--- src/rtl/i2c_mce_pkg.sv ---
// Package with command codes, state encoding and step tables of the I2C command engine.
package i2c_mce_pkg;

   localparam int unsigned KindWidth = 4;

   // Request kind codes.
   localparam logic [KindWidth-1:0] KIND_TICK           = 4'd0;
   localparam logic [KindWidth-1:0] KIND_START          = 4'd1;
   localparam logic [KindWidth-1:0] KIND_STOP           = 4'd2;
   localparam logic [KindWidth-1:0] KIND_WRITE_BYTE     = 4'd3;
   localparam logic [KindWidth-1:0] KIND_READ_BYTE      = 4'd4;
   localparam logic [KindWidth-1:0] KIND_SEND_ACK       = 4'd5;
   localparam logic [KindWidth-1:0] KIND_READ_ACK       = 4'd6;
   localparam logic [KindWidth-1:0] KIND_WAIT_ACK       = 4'd7;
   localparam logic [KindWidth-1:0] KIND_READ_BYTE_ACK  = 4'd8;

   localparam logic [7:0] RETRY_LIMIT_RESET = 8'd250;

   // Active command, one-hot.
   typedef enum logic [8:0] {
      CMD_IDLE          = 9'b000000001,
      CMD_START         = 9'b000000010,
      CMD_STOP          = 9'b000000100,
      CMD_WRITE_BYTE    = 9'b000001000,
      CMD_READ_BYTE     = 9'b000010000,
      CMD_SEND_ACK      = 9'b000100000,
      CMD_READ_ACK      = 9'b001000000,
      CMD_WAIT_ACK      = 9'b010000000,
      CMD_READ_BYTE_ACK = 9'b100000000
   } cmd_type;

   // Step position split into bit number and phase (step / 3 and step % 3).
   localparam logic [3:0] DIV3_TABLE [32] = '{
      4'd0, 4'd0, 4'd0, 4'd1, 4'd1, 4'd1, 4'd2, 4'd2,
      4'd2, 4'd3, 4'd3, 4'd3, 4'd4, 4'd4, 4'd4, 4'd5,
      4'd5, 4'd5, 4'd6, 4'd6, 4'd6, 4'd7, 4'd7, 4'd7,
      4'd8, 4'd8, 4'd8, 4'd9, 4'd9, 4'd9, 4'd10, 4'd10
   };

   localparam logic [1:0] MOD3_TABLE [32] = '{
      2'd0, 2'd1, 2'd2, 2'd0, 2'd1, 2'd2, 2'd0, 2'd1,
      2'd2, 2'd0, 2'd1, 2'd2, 2'd0, 2'd1, 2'd2, 2'd0,
      2'd1, 2'd2, 2'd0, 2'd1, 2'd2, 2'd0, 2'd1, 2'd2,
      2'd0, 2'd1, 2'd2, 2'd0, 2'd1, 2'd2, 2'd0, 2'd1
   };

   localparam logic [1:0] PHASE_DRIVE  = 2'd0;
   localparam logic [1:0] PHASE_MIDDLE = 2'd1;

endpackage

--- src/rtl/i2c_master_command_engine.sv ---
// Top level of the I2C master command engine: command latch, pin sequencer and result register.
//
//   Channel | Direction | Handshake             | Payload
//   --------+-----------+-----------------------+----------------------------------------
//   req_    | in        | req_tvalid/req_tready | tuser kind, tdata write/ack/sda_in
//   rsp_    | out       | rsp_tvalid/rsp_tready | tdata pin levels, status, read byte
//   csr_    | in        | csr_tvalid/csr_tready | tdata ack retry limit
//
// Every request produces exactly one response, valid in the cycle after it is accepted. The
// whole pin action for a request is computed between the state registers and the response
// register, so a new request is taken every cycle while the response slot is free or is
// being drained. A stalled response holds req_tready low until rsp_tready returns.
// Synchronous active-high reset releases both lines, returns to idle and restores the
// retry limit of 250; outside reset the retry limit register is written on any csr_tvalid.
module i2c_master_command_engine (
   input  logic        clock,
   input  logic        reset,
   // Request channel.
   input  logic        req_tvalid,
   output logic        req_tready,
   input  logic [15:0] req_tdata,  // [7:0] write_data, [8] ack_drive, [9] sda_in, rest zero
   input  logic [3:0]  req_tuser,  // [3:0] kind
   // Response channel.
   output logic        rsp_tvalid,
   input  logic        rsp_tready,
   output logic [15:0] rsp_tdata,  // [0] scl_out, [1] sda_out, [2] busy_res, [3] done_res,
                                   // [11:4] read_data, [12] ack_seen, [13] timed_out,
                                   // [14] rejected, [15] zero
   // Configuration write channel.
   input  logic        csr_tvalid,
   output logic        csr_tready,
   input  logic [7:0]  csr_tdata   // [7:0] ack_retry_limit
);

   // Request fields.
   logic [3:0] req_kind;
   logic [7:0] req_write_data;
   logic       req_ack_drive;
   logic       req_sda_in;

   assign req_kind       = req_tuser;
   assign req_write_data = req_tdata[7:0];
   assign req_ack_drive  = req_tdata[8];
   assign req_sda_in     = req_tdata[9];

   logic req_accept;

   // Engine state.
   i2c_mce_pkg::cmd_type cmd_ff, cmd_in;
   logic       scl_ff, scl_in;
   logic       sda_lvl_ff, sda_lvl_in;
   logic [4:0] step_ff, step_in;
   logic [7:0] shift_ff, shift_in;
   logic [7:0] retry_ff, retry_in;
   logic       ack_choice_ff, ack_choice_in;
   logic       last_ack_ff, last_ack_in;
   logic [7:0] read_hold_ff, read_hold_in;
   logic [7:0] retry_limit_ff;

   // Response register.
   logic        rsp_tvalid_ff, rsp_tvalid_in;
   logic [15:0] rsp_tdata_ff, rsp_tdata_in;

   // Per-request flags.
   logic fin;
   logic timeout;
   logic rej;

   // Step decode. The read byte sequence counts its bits from one step later.
   logic [4:0] step_less_one;
   logic [2:0] bit_now;
   logic [1:0] phase_now;
   logic [2:0] bit_late;
   logic [1:0] phase_late;
   logic [8:0] retry_next;

   assign step_less_one = step_ff - 5'd1;
   assign bit_now       = i2c_mce_pkg::DIV3_TABLE[step_ff][2:0];
   assign phase_now     = i2c_mce_pkg::MOD3_TABLE[step_ff];
   assign bit_late      = i2c_mce_pkg::DIV3_TABLE[step_less_one][2:0];
   assign phase_late    = i2c_mce_pkg::MOD3_TABLE[step_less_one];
   assign retry_next    = {1'b0, retry_ff} + 9'd1;

   // The response slot empties as it is taken, so a request may enter in the same cycle.
   assign req_tready = !rsp_tvalid_ff || rsp_tready;
   assign req_accept = req_tvalid && req_tready;
   assign csr_tready = 1'b1;

   always_comb begin
      cmd_in        = cmd_ff;
      scl_in        = scl_ff;
      sda_lvl_in    = sda_lvl_ff;
      step_in       = step_ff;
      shift_in      = shift_ff;
      retry_in      = retry_ff;
      ack_choice_in = ack_choice_ff;
      last_ack_in   = last_ack_ff;
      read_hold_in  = read_hold_ff;
      fin           = 1'b0;
      timeout       = 1'b0;
      rej           = 1'b0;

      if (req_accept && (req_kind == i2c_mce_pkg::KIND_TICK)) begin
         if (cmd_ff != i2c_mce_pkg::CMD_IDLE) begin
            step_in = step_ff + 5'd1;
            unique case (cmd_ff)
               i2c_mce_pkg::CMD_START: begin
                  // SDA high, SCL high, SDA falls while SCL is high, SCL low.
                  if (step_ff == 5'd0) begin
                     sda_lvl_in = 1'b1;
                  end else if (step_ff == 5'd1) begin
                     scl_in = 1'b1;
                  end else if (step_ff == 5'd2) begin
                     sda_lvl_in = 1'b0;
                  end else begin
                     scl_in = 1'b0;
                     fin    = 1'b1;
                  end
               end
               i2c_mce_pkg::CMD_STOP: begin
                  if (step_ff == 5'd0) begin
                     sda_lvl_in = 1'b0;
                  end else if (step_ff == 5'd1) begin
                     scl_in = 1'b1;
                  end else begin
                     sda_lvl_in = 1'b1;
                     fin        = 1'b1;
                  end
               end
               i2c_mce_pkg::CMD_WRITE_BYTE: begin
                  if (phase_now == i2c_mce_pkg::PHASE_DRIVE) begin
                     sda_lvl_in = shift_ff[3'd7 - bit_now];
                  end else if (phase_now == i2c_mce_pkg::PHASE_MIDDLE) begin
                     scl_in = 1'b1;
                  end else begin
                     scl_in = 1'b0;
                     fin    = (step_ff >= 5'd23);
                  end
               end
               i2c_mce_pkg::CMD_READ_BYTE: begin
                  if (step_ff == 5'd0) begin
                     sda_lvl_in = 1'b1;
                  end else if (phase_late == i2c_mce_pkg::PHASE_DRIVE) begin
                     scl_in = 1'b1;
                  end else if (phase_late == i2c_mce_pkg::PHASE_MIDDLE) begin
                     if (req_sda_in) begin
                        shift_in[3'd7 - bit_late] = 1'b1;
                     end
                  end else begin
                     scl_in = 1'b0;
                     if (step_ff >= 5'd24) begin
                        fin          = 1'b1;
                        read_hold_in = shift_ff;
                     end
                  end
               end
               i2c_mce_pkg::CMD_SEND_ACK: begin
                  if (step_ff == 5'd0) begin
                     sda_lvl_in = ack_choice_ff;
                  end else if (step_ff == 5'd1) begin
                     scl_in = 1'b1;
                  end else begin
                     scl_in = 1'b0;
                     fin    = 1'b1;
                  end
               end
               i2c_mce_pkg::CMD_READ_ACK: begin
                  if (step_ff == 5'd0) begin
                     sda_lvl_in = 1'b1;
                  end else if (step_ff == 5'd1) begin
                     scl_in = 1'b1;
                  end else if (step_ff == 5'd2) begin
                     last_ack_in = req_sda_in;
                  end else begin
                     scl_in = 1'b0;
                     fin    = 1'b1;
                  end
               end
               i2c_mce_pkg::CMD_WAIT_ACK: begin
                  // Step two polls SDA; a low level goes to step three, a timeout to the
                  // stop sequence in steps four to six.
                  if (step_ff == 5'd0) begin
                     sda_lvl_in = 1'b1;
                  end else if (step_ff == 5'd1) begin
                     scl_in = 1'b1;
                  end else if (step_ff == 5'd2) begin
                     if (!req_sda_in) begin
                        step_in = 5'd3;
                     end else if (retry_next > {1'b0, retry_limit_ff}) begin
                        step_in = 5'd4;
                     end else begin
                        retry_in = retry_next[7:0];
                        step_in  = 5'd2;
                     end
                  end else if (step_ff == 5'd3) begin
                     scl_in      = 1'b0;
                     last_ack_in = 1'b0;
                     fin         = 1'b1;
                  end else if (step_ff == 5'd4) begin
                     sda_lvl_in = 1'b0;
                  end else if (step_ff == 5'd5) begin
                     scl_in = 1'b1;
                  end else begin
                     sda_lvl_in  = 1'b1;
                     last_ack_in = 1'b1;
                     timeout     = 1'b1;
                     fin         = 1'b1;
                  end
               end
               i2c_mce_pkg::CMD_READ_BYTE_ACK: begin
                  if (step_ff < 5'd24) begin
                     if (phase_now == i2c_mce_pkg::PHASE_DRIVE) begin
                        scl_in = 1'b0;
                     end else if (phase_now == i2c_mce_pkg::PHASE_MIDDLE) begin
                        scl_in = 1'b1;
                     end else begin
                        shift_in = {shift_ff[6:0], req_sda_in};
                     end
                  end else if (step_ff == 5'd24) begin
                     scl_in = 1'b0;
                  end else if (step_ff == 5'd25) begin
                     sda_lvl_in = !ack_choice_ff;
                  end else if (step_ff == 5'd26) begin
                     scl_in = 1'b1;
                  end else begin
                     scl_in       = 1'b0;
                     fin          = 1'b1;
                     read_hold_in = shift_ff;
                  end
               end
               default: begin
                  fin = 1'b1;
               end
            endcase
            if (fin) begin
               cmd_in  = i2c_mce_pkg::CMD_IDLE;
               step_in = 5'd0;
            end
         end
      end else if (req_accept && (req_kind <= i2c_mce_pkg::KIND_READ_BYTE_ACK)) begin
         if (cmd_ff != i2c_mce_pkg::CMD_IDLE) begin
            // A new command while one is running is dropped and flagged.
            rej = 1'b1;
         end else begin
            unique case (req_kind)
               i2c_mce_pkg::KIND_START:      cmd_in = i2c_mce_pkg::CMD_START;
               i2c_mce_pkg::KIND_STOP:       cmd_in = i2c_mce_pkg::CMD_STOP;
               i2c_mce_pkg::KIND_WRITE_BYTE: cmd_in = i2c_mce_pkg::CMD_WRITE_BYTE;
               i2c_mce_pkg::KIND_READ_BYTE:  cmd_in = i2c_mce_pkg::CMD_READ_BYTE;
               i2c_mce_pkg::KIND_SEND_ACK:   cmd_in = i2c_mce_pkg::CMD_SEND_ACK;
               i2c_mce_pkg::KIND_READ_ACK:   cmd_in = i2c_mce_pkg::CMD_READ_ACK;
               i2c_mce_pkg::KIND_WAIT_ACK:   cmd_in = i2c_mce_pkg::CMD_WAIT_ACK;
               default:                      cmd_in = i2c_mce_pkg::CMD_READ_BYTE_ACK;
            endcase
            step_in  = 5'd0;
            retry_in = 8'd0;
            shift_in = (req_kind == i2c_mce_pkg::KIND_WRITE_BYTE) ? req_write_data : 8'd0;
            if ((req_kind == i2c_mce_pkg::KIND_SEND_ACK) ||
                (req_kind == i2c_mce_pkg::KIND_READ_BYTE_ACK)) begin
               ack_choice_in = req_ack_drive;
            end
         end
      end
      // Kinds above eight leave the state alone and still get a response.
   end

   // The response slot loads on every accepted request and clears when taken.
   always_comb begin
      rsp_tvalid_in = rsp_tvalid_ff;
      rsp_tdata_in  = rsp_tdata_ff;
      if (req_accept) begin
         rsp_tvalid_in = 1'b1;
         rsp_tdata_in  = {1'b0, rej, timeout, last_ack_in, read_hold_in, fin,
                          (cmd_in != i2c_mce_pkg::CMD_IDLE), sda_lvl_in, scl_in};
      end else if (rsp_tready) begin
         rsp_tvalid_in = 1'b0;
      end
   end

   always_ff @(posedge clock) begin
      if (reset) begin
         cmd_ff         <= i2c_mce_pkg::CMD_IDLE;
         scl_ff         <= 1'b1;
         sda_lvl_ff     <= 1'b1;
         step_ff        <= 5'd0;
         shift_ff       <= 8'd0;
         retry_ff       <= 8'd0;
         ack_choice_ff  <= 1'b0;
         last_ack_ff    <= 1'b0;
         read_hold_ff   <= 8'd0;
         retry_limit_ff <= i2c_mce_pkg::RETRY_LIMIT_RESET;
         rsp_tvalid_ff  <= 1'b0;
      end else begin
         cmd_ff        <= cmd_in;
         scl_ff        <= scl_in;
         sda_lvl_ff    <= sda_lvl_in;
         step_ff       <= step_in;
         shift_ff      <= shift_in;
         retry_ff      <= retry_in;
         ack_choice_ff <= ack_choice_in;
         last_ack_ff   <= last_ack_in;
         read_hold_ff  <= read_hold_in;
         rsp_tvalid_ff <= rsp_tvalid_in;
         if (csr_tvalid && csr_tready) begin
            retry_limit_ff <= csr_tdata;
         end
      end
   end

   always_ff @(posedge clock) begin
      rsp_tdata_ff <= rsp_tdata_in;
   end

   assign rsp_tvalid = rsp_tvalid_ff;
   assign rsp_tdata  = rsp_tdata_ff;

endmodule

--- config.mk ---
export PLATFORM = sky130hd
export DESIGN_NAME = i2c_master_command_engine
export DESIGN_NICKNAME = d
export VERILOG_FILES = /design/src/rtl/i2c_mce_pkg.sv /design/src/rtl/i2c_master_command_engine.sv
export SDC_FILE = /design/constraint.sdc
export NUM_CORES = 1
export LEC_CHECK = 0
export CAP_MARGIN = 30
export CORE_ASPECT_RATIO = 1.2
export CORE_MARGIN = 2
export CORE_UTILIZATION = 60
export CTS_BUF_LIST = sky130_fd_sc_hd__clkbuf_4
export CTS_CLUSTER_SIZE = 12
export DETAILED_ROUTE_END_ITERATION = 7
export DONT_BUFFER_PORTS = 1
export PLACE_DENSITY = 0.79
export SKIP_LAST_GASP = 1
export SYNTH_ARGS = -nofsm -noshare
export SYNTH_HDL_FRONTEND = slang
export SYNTH_SLANG_ARGS = --single-unit
--- constraint.sdc ---
create_clock -name clock -period 3.4 [get_ports clock]
set_input_delay 0.17 -clock clock [delete_from_list [all_inputs] [get_ports clock]]
set_output_delay 0.17 -clock clock [all_outputs]
set_load 0.01 [all_outputs]
==> metrics.txt <==
drt first pass iters=7; max-slew violation count=0; CP max FO=7; top_reg_cell synth=dfxtp_1; Psw=443.7 uW; CP max stage delay=0.42 ns; logic gate share of total power=0.101; mux cell area share after synthesis=0.03522; Initial Utilization=0.6120; core area=8939 um^2; Synth Area in Simple Gates=0.2598; Root Buffer=clkbuf_4; Compound-Gate Fraction of Synth Area=0.2864; largest net degree at the start of global routing=36; CP Capture Type=flop; routed vias=5,517; Tcrit/Tclk final=0.9397; Ys Warns=0; H-tree level count=3; Mapped Avg Cell Area=7.837 um^2; Cells after Synth=698; Synth-to-Final Area Change=11.05%; Sink Count=66; Routability Congestion=0.9002; IO Count=52; Post-synth EDFFs=15; post-route ant nets=0; Slew headroom=0.4414; total CTS buffers=9; Final nets=759; DRT iter0 DRCs=526; Post-Synth Adder-Cell Area=0.04117; crit path from=retry_ff[0]; Flop pwr share=0.471; layout cells sized above 1=0.1262; Remaining DRCs=0; switching share of total power=0.2485; crit path kind=flop to flop; skew final=0.01974 ns; Total Wirelength=15.49 mm; most frequent CP cell=o21a_1; largest family of logic cells by synthesized area=compound AO/OA/AOI/OAI gates; GRT Overall Usage=0.3191; clock slew at reported path FFs=0.12 ns; Tightest Pin Transition=0.8368 ns; Critical-path top delay cell=a221o_2; final setup vio count=0; vias in the first global route=5,111; critical path cell sequence=ha_2 -> nand3_2 -> or2_2 -> xnor2_1 -> ha_1 -> o21a_1 -> o21a_1 -> o22ai_1 -> o211ai_1 -> a221o_2 -> buf_4 -> o21ai_0 -> a21oi_1; Syn Nets=749; critical path data arrival time=3.54 ns; final hold slack=0.02336 ns; CP Launch Type=flop; DIE WIDTH=91.17 um; max-cap viol count=0; Setup TNS=0 ns; hpwl dp=10.79 mm; post-synth cell types=83; initial antenna violation count=0; RR Startpoint=retry_ff[0]; vias per inst=6.623; Finished Layout Cells=833; Worst path top cell family by delay=compound AO/OA/AOI/OAI gates; XOR/XNOR Fraction of Synth Area=0.02882; HP Class=primary input to flop; hold_sp=req_tdata[1]; GRT Residual Overflow=0; Die Ht=108.6 um; Port Buf Inserts=0; worst endpoint required time=3.74 ns; clock power share=0.429; post-synthesis register bit count=66; FP Rows=38; sequential area share after synthesis=0.2690; mean routed wirelength per cell=18.59 um; status=finished clean; f_max=313.0 MHz; fin util=0.6796; # fillers=779; CTS tree=built; Final Hold Vio Count=0; internal power=1.342 mW; Pwr per Cell Area=294.0 nW/um^2; clock buffer depth=2; antenna cells=0; Post-Syn Area=5470 um^2; Final min period=3.195 ns; die area=9900 um^2; Max rail drop VDD=0.2262 mV; Synth async-reset ratio=0; RSZ-0062 raised after global routing=yes; placed insts=792; Static Leak=2.317 nW; first-pass GRT wire length=25.35 mm; WP buf/inv=1; Skew-Pair Late Insertion Delay=0.46 ns
-- worst min-delay path, stage by stage --
cell	delay (ns)
nand2_1	0.07
and2_1	0.13
a221oi_1	0.06
-- cell type report --
cell class | instances | area, um^2 | area share
clock buffers | 9 | 67.56 | 0.01112
clock inverters | 7 | 140.1 | 0.02307
inverters | 40 | 153.9 | 0.02533
multi-input cells | 534 | 3590 | 0.5909
flip-flops and latches | 66 | 1473 | 0.2424
well taps | 120 | 150.1 | 0.02472
repair buffers | 57 | 500.5 | 0.08239
-- flip-flops by register name, summed over array words and instances (netlist names), 5 cells and up --
signal,flops
cmd_ff,9
retry_ff,8
retry_limit_ff,8
rsp_tdata,15
shift_ff,8
read_hold_ff,8
step_ff,5
-- worst paths after layout --
path                               endpoint  depth (start not counted)  slack [ns]
worst max-delay path            retry_ff[2]                         13        0.21
worst min-delay path            shift_ff[1]                          3        0.02
worst max register to register  retry_ff[2]                         13        0.21
worst min register to register  retry_ff[7]                          2        0.49
-- placed cells by master (no fill, tap or decap), types with 10 or more instances in the layout --
cell type,n
edfxtp_1,15
nand3b_1,10
o21ai_1,10
o32ai_1,10
or2_2,10
a31oi_1,12
nand2_1,67
inv_1,38
o21ai_0,30
o211ai_1,17
nor2_1,52
nor3_1,14
dlygate4sd3_1,24
and3_1,11
nand3_1,24
a21oi_1,33
ha_1,17
dfxtp_1,50
xnor2_1,13
nand4_1,10
buf_4,32
mux2i_1,17
-- power groups by stage --
stage | Sequential [mW] | Combinational (mW) | Clock (mW)
6_report | 0.840 | 0.179 | 0.766
5_1_grt | 0.843 | 0.196 | 0.802
4_1_cts | 0.840 | 0.174 | 0.769
3_5_place_dp | 0.858 | 0.137 | 0
3_3_place_gp | 0.857 | 0.132 | 0
2_1_floorplan | 0.850 | 0.121 | 0
-- cell families (layout without fill, tap and decap cells) --
kind of cell | Yosys count | after routing
AND/OR/NAND/NOR | 266 | 266
buffers and inverters | 98 | 113
flip-flops | 66 | 66
XOR/XNOR | 18 | 18
adder cells (fa/ha/maj) | 18 | 18
other | 2 | 2
multiplexers | 19 | 19
AO/OA/AOI/OAI | 211 | 211
-- metal layers --
metal / routed length (um) / global-route usage / part of all wire
met5: 0 / 0 / 0
met4: 580 / 0.1472 / 0.037
met3: 1088 / 0.06760 / 0.070
met2: 7361 / 0.5138 / 0.48
met1: 6455 / 0.4113 / 0.42
-- metrics by stage --
stage          setup slack (ns)  total power, mW  area (um^2)
2_1_floorplan           0.05314           0.9711         5477
3_3_place_gp             0.2809           0.9892         5589
3_5_place_dp             0.1330           0.9954         5589
4_1_cts                  0.1044            1.783         6057
5_1_grt                -0.02223            1.841         6075
6_report                 0.2051            1.786         6075
-- synthesized netlist by cell type (13+ instances only) --
master / n / share of area
xnor2_1: 13 / 0.021
o21ai_0: 30 / 0.027
o211ai_1: 17 / 0.023
dfxtp_1: 51 / 0.19
edfxtp_1: 15 / 0.082
nand2_1: 67 / 0.046
nor2_1: 52 / 0.036
mux2i_1: 17 / 0.031
nor3_1: 14 / 0.013
clkbuf_1: 34 / 0.023
a21oi_1: 33 / 0.030
ha_1: 18 / 0.041
inv_1: 39 / 0.027
nand3_1: 25 / 0.023
-- timing repair --
action,4_1_cts,5_1_grt
setup endpoints to repair,0,8
gates resized for setup,0,5
setup buffers,0,0
hold buffers,25,0
hold endpoints to repair,46,0
Note: power is estimated with default switching activity, not from simulation.
